**src/hw/rtl/csschk_ram.sv**
```systemverilog
// generic single write port, single read port ram with registered read
// no package dependencies
module csschk_ram #(
  parameter int unsigned Width = 8,
  parameter int unsigned Depth = 16,
  localparam int unsigned AddrW = (Depth > 1) ? $clog2(Depth) : 1
) (
  input  logic             clk_i,
  input  logic             we_i,
  input  logic [AddrW-1:0] waddr_i,
  input  logic [Width-1:0] wdata_i,
  input  logic             re_i,
  input  logic [AddrW-1:0] raddr_i,
  output logic [Width-1:0] rdata_o
);

  logic [Width-1:0] mem_q [Depth];
  logic [Width-1:0] rdata_q;

  // write port
  always_ff @(posedge clk_i) begin
    if (we_i) begin
      mem_q[waddr_i] <= wdata_i;
    end
  end

  // registered read, held while not enabled
  always_ff @(posedge clk_i) begin
    if (re_i) begin
      rdata_q <= mem_q[raddr_i];
    end
  end

  assign rdata_o = rdata_q;

endmodule

```
**config.mk**
```make
export PLATFORM = sky130hd
export DESIGN_NAME = csschk_ram
export DESIGN_NICKNAME = d
export VERILOG_FILES = /design/src/hw/rtl/csschk_ram.sv
export SDC_FILE = /design/constraint.sdc
export NUM_CORES = 1
export LEC_CHECK = 0
export BUFFER_PORTS_ARGS = -buffer_cell sky130_fd_sc_hd__clkbuf_2
export CAP_MARGIN = 20
export CORE_ASPECT_RATIO = 1.1
export CORE_MARGIN = 5
export CORE_UTILIZATION = 40
export CTS_CLUSTER_DIAMETER = 150
export DETAILED_ROUTE_END_ITERATION = 10
export GPL_ROUTABILITY_DRIVEN = 0
export PLACE_DENSITY_LB_ADDON = 0.3
export SYNTH_ARGS = -nofsm -noshare
export SYNTH_HDL_FRONTEND = slang
export SYNTH_SLANG_ARGS = --single-unit
```
**constraint.sdc**
```tcl
create_clock -name clk_i -period 1.85 [get_ports clk_i]
set_clock_uncertainty 0.05 [all_clocks]
set_input_delay 0.0925 -clock clk_i [delete_from_list [all_inputs] [get_ports clk_i]]
set_output_delay 0.0925 -clock clk_i [all_outputs]
set_load 0.01 [all_outputs]
```
# [After elaboration in Yosys (flattened, before gate mapping)]
# Memories as Yosys holds them, arrays and structs flattened. A register that Yosys moved wholly into a read port is not among the register bits.
# Cells that the tools add are included.
[totals] regBits=0 latch_bits=0 mem_bits_rw=128 romBits=0 inputBits=19 output_inout_bits=8 word_cells=3 mem_count=1
[mem_list] memory="mem_q" words=16 width=8 read_ports=1 rd_clocked_by_memory_dff=1 wr=1 line="17" rtl="logic [Width-1:0] mem_q [Depth];"
[op_classes] addsub=0 multipliers=0 n_div=0 n_lt_le_gt_ge=0 eq_ne=0 shift=0 n_mux=2 n_bitwise=0 n_reduce_logical=0
[op_table] cell="$mux 1" count=2

# [Logic depth before layout (Yosys ltp)]
[depth] ltp_word=2 mapped_depth=5 mapped_depth_nobuf=3

# [Worst setup path after synthesis]
# OpenSTA, ideal clock, no wires.
[synth_path] path_kind="in2reg" from="in waddr_i[2]" to="mem mem_q[0][0], enable pin" setup_ps=383 arrival_time_ps=1202 required_ps=1417 slack_ps=215 path_stages=2 n_path_buf=0 path_cell_list="or3b_2 > nor3_1"
[synth_rtl] element="start, declared" line="10" rtl="input logic [AddrW-1:0] waddr_i,"
[synth_rtl] element="end, declared" line="17"
# Straight into the memory's write port.

==> summary.txt <==
Power
  • Switch share: between 10% and 20%
  • P_int: between 5 and 6 mW
  • Combinational share of power: 4.6%
  • Sequential group share of total power: 47.9%
  • Clock share of power: 47.5%
  • Peak supply drop: between 600 and 700 uV
  • P_leak: 2.12 nW
  • Sw Pwr: 1.43 mW
  • Pwr dens: ~1200 nW/um2

Logic synthesis
  • Post-Syn Area: between 5000 and 6000 um2
  • Post-synth cell types: 18
  • Post-synth top area share: 78.1%
  • Yosys top cell by area: edfxtp_1
  • Synth Register Bits: 136
  • Sequential share of the synthesized area: 78.1%
  • Synth Warn #: 0
  • Top post-synthesis cells by area: edfxtp_1, mux4_2, mux4_1, a22oi_1, nor2_1
  • Syn Inst Count: 229
  • Syn Area/Cell: 22.8 um2
  • Syn nets: around 250

Global routing
  • Vias in the first global route: 2534
  • First-pass GRT wire length: between 15000 and 20000 um
  • Pin count of the biggest net entering global routing: 33
  • Total grt overflow: 0
  • Total track usage: 14.8%
  • Antenna violations before repair: 0

Timing
  • RSZ-0062 raised after global routing: false
  • Worst setup slack after layout: 0.288 ns
  • Slew @ Worst Pin: 0.425 ns
  • TNS Setup: 0 ns
  • Fin. Hold Viols: 0
  • Max-slew violations: 0
  • Worst relative slew slack: 71.6%
  • Peak Freq: 0.640 GHz
  • Period utilization: 84.4%
  • Min Tclk post-route: 1.56 ns
  • # setup viols final: 0

Flow run
  • Max-cap violations: 0

Finish
  • Layout area overhead: 20.2%
  • Nets: about 310
  • Area of the multi-input gates: 1060 um2
  • Finished Layout Cells: about 460
  • Register area: 4080 um2
  • Number of diodes: 0
  • Share of cells above drive strength 1: around a third
  • # fillers: 1011

Floorplanning
  • Rows: 43
  • Die height: 130 um
  • Ports: 27
  • Starting density of the core: 41.2%
  • Die W: 119 um
  • Die area: approximately 15000 um2
  • Core Area: 12700 um2

Worst setup path
  • Crit-path max FO: 1
  • Largest stage delay on the critical path: roughly 0.5 ns
  • Crit-path cells: mux4_1 -> a22oi_1 -> nand2_1
  • Worst setup SP type: flop
  • Data arrival, critical path: approximately 1.7 ns
  • CP required: 1.95 ns
  • CP bufs+invs: 0
  • Setup crit end kind: flop
  • Critical path class: flop to flop
  • CP delay by family, top: multiplexers
  • CP max-delay cell: mux4_1

Clock tree
  • Clk sinks: 136
  • PostCTS Resize Cnt: 0
  • Root buf cell: clkbuf_16
  • Post-CTS setup buffers: 0
  • TritonCTS Buffers: 17
  • Clock slew at reported path FFs: around 0.06 ns
  • Worst-Skew Late Latency: 0.41 ns
  • Max clock buf depth: 2
  • Number of H-tree levels: 4
  • CTS tree: yes
  • Post-CTS Hold Buffers: 0

Detailed routing
  • Drt pass-1 iters: 5
  • DR DRC count: 0
  • Final WL: roughly 11000 um
  • Initial DRC count: between 200 and 250
  • WL/cell: roughly 23 um
  • Via count: 2499
  • Antenna Nets Post-Route: 0
  • Vias per cell: 5.48

Placement
  • Setup WS pre-CTS: 0.0971 ns
  • Placed Instances: 424
  • Final HPWL DP: 6770 um
  • Buffers on Ports: 26

Min path
  • Hold WC Path Type: input port to flop

Status
  • Status: finished, final reports clean
-- cell usage in the layout (no fill, tap or decap), types with 3 or more instances in the layout --
cell        count
a22oi_1        16
buf_12          3
buf_4          19
bufinv_16       4
clkbuf_1        3
clkbuf_16      17
clkbuf_2       26
clkinvlp_4      5
edfxtp_1      136
mux4_1         14
mux4_2         18
nand2_1         9
nor2_1         13
nor3_1          4
-- worst reg2reg max path: cells and delay by family, from the launching register on --
| kind | cells | cell delay [ns] |
|---|---|---|
| and+or+nand+nor | 1 | 0.08 |
| AOI/OAI and AO/OA | 1 | 0.32 |
| DFF | 1 | 0.35 |
| muxes | 1 | 0.50 |
-- per-layer routing --
layer  global-route usage (%)  part of all wire [%]
met5                        0                     0
met4                     4.57                  0.96
met3                     4.59                   7.0
met2                     21.8                    46
met1                     21.2                    46
-- synthesized netlist by cell type --
cell type / instances
nor3_1: 4
nor2b_1: 1
and2b_1: 1
nand3b_1: 2
nor2_1: 13
a22oi_1: 16
buf_2: 3
nand3_1: 1
nand2_1: 9
mux4_1: 14
buf_4: 1
nand2b_1: 2
and2_1: 1
buf_6: 3
mux4_2: 18
clkdlybuf4s25_2: 3
or3b_2: 1
edfxtp_1: 136
-- power groups by stage --
stage,clock network (mW),registers (mW),logic [mW]
3_5_place_dp,0,3.56,0.338
6_report,3.47,3.49,0.334
5_1_grt,3.66,3.50,0.363
3_3_place_gp,0,3.55,0.333
4_1_cts,3.51,3.49,0.340
2_1_floorplan,0,3.56,0.175
-- cells by family (layout without fill, tap and decap cells) --
family                 after synthesis  in the layout  share of synthesized area, %
AND/OR/NAND/NOR                     35             35                          3.14
buffers and inverters               10             80                          1.65
flip-flops                         136            136                          78.1
multiplexers                        32             32                          14.8
AO/OA/AOI/OAI                       16             16                          2.30
-- through the flow --
stage	hold slack [ns]	cell area [um2]	total power, mW	util [%]
after floorplan	0.141	5230	3.73	-
after global placement	0.453	5670	3.89	44.7
after detailed placement	0.470	5670	3.90	44.7
after global routing	0.0484	6280	7.52	49.5
final	0.0457	6280	7.30	49.5
after CTS	0.0450	6280	7.35	49.5
-- sequential cells by signal, summed over array words and instances (netlist names) --
name and count:
rdata_o 8, mem_q 128
-- layout make-up --
| class | instances | share of cell area (%) |
|---|---|---|
| flip-flops and latches | 136 | 65.0 |
| multi-input cells | 83 | 16.8 |
| clock buffers | 20 | 6.95 |
| repair buffers | 48 | 5.30 |
| well taps | 157 | 3.13 |
| clock inverters | 12 | 2.79 |
-- final timing paths --
| kind | start | end | slack (ns) | cells past startpoint |
|---|---|---|---|---|
| hold / removal | wdata_i[6] | mem_q[10][6] | 0.05 | 1 |
| setup / recovery | mem_q[9][1] | rdata_o[1] | 0.29 | 3 |
| setup reg to reg | mem_q[9][1] | rdata_o[1] | 0.29 | 3 |
| hold reg to reg | mem_q[4][1] | rdata_o[1] | 0.71 | 3 |
No activity file was read; power rests on OpenSTA's default activity.
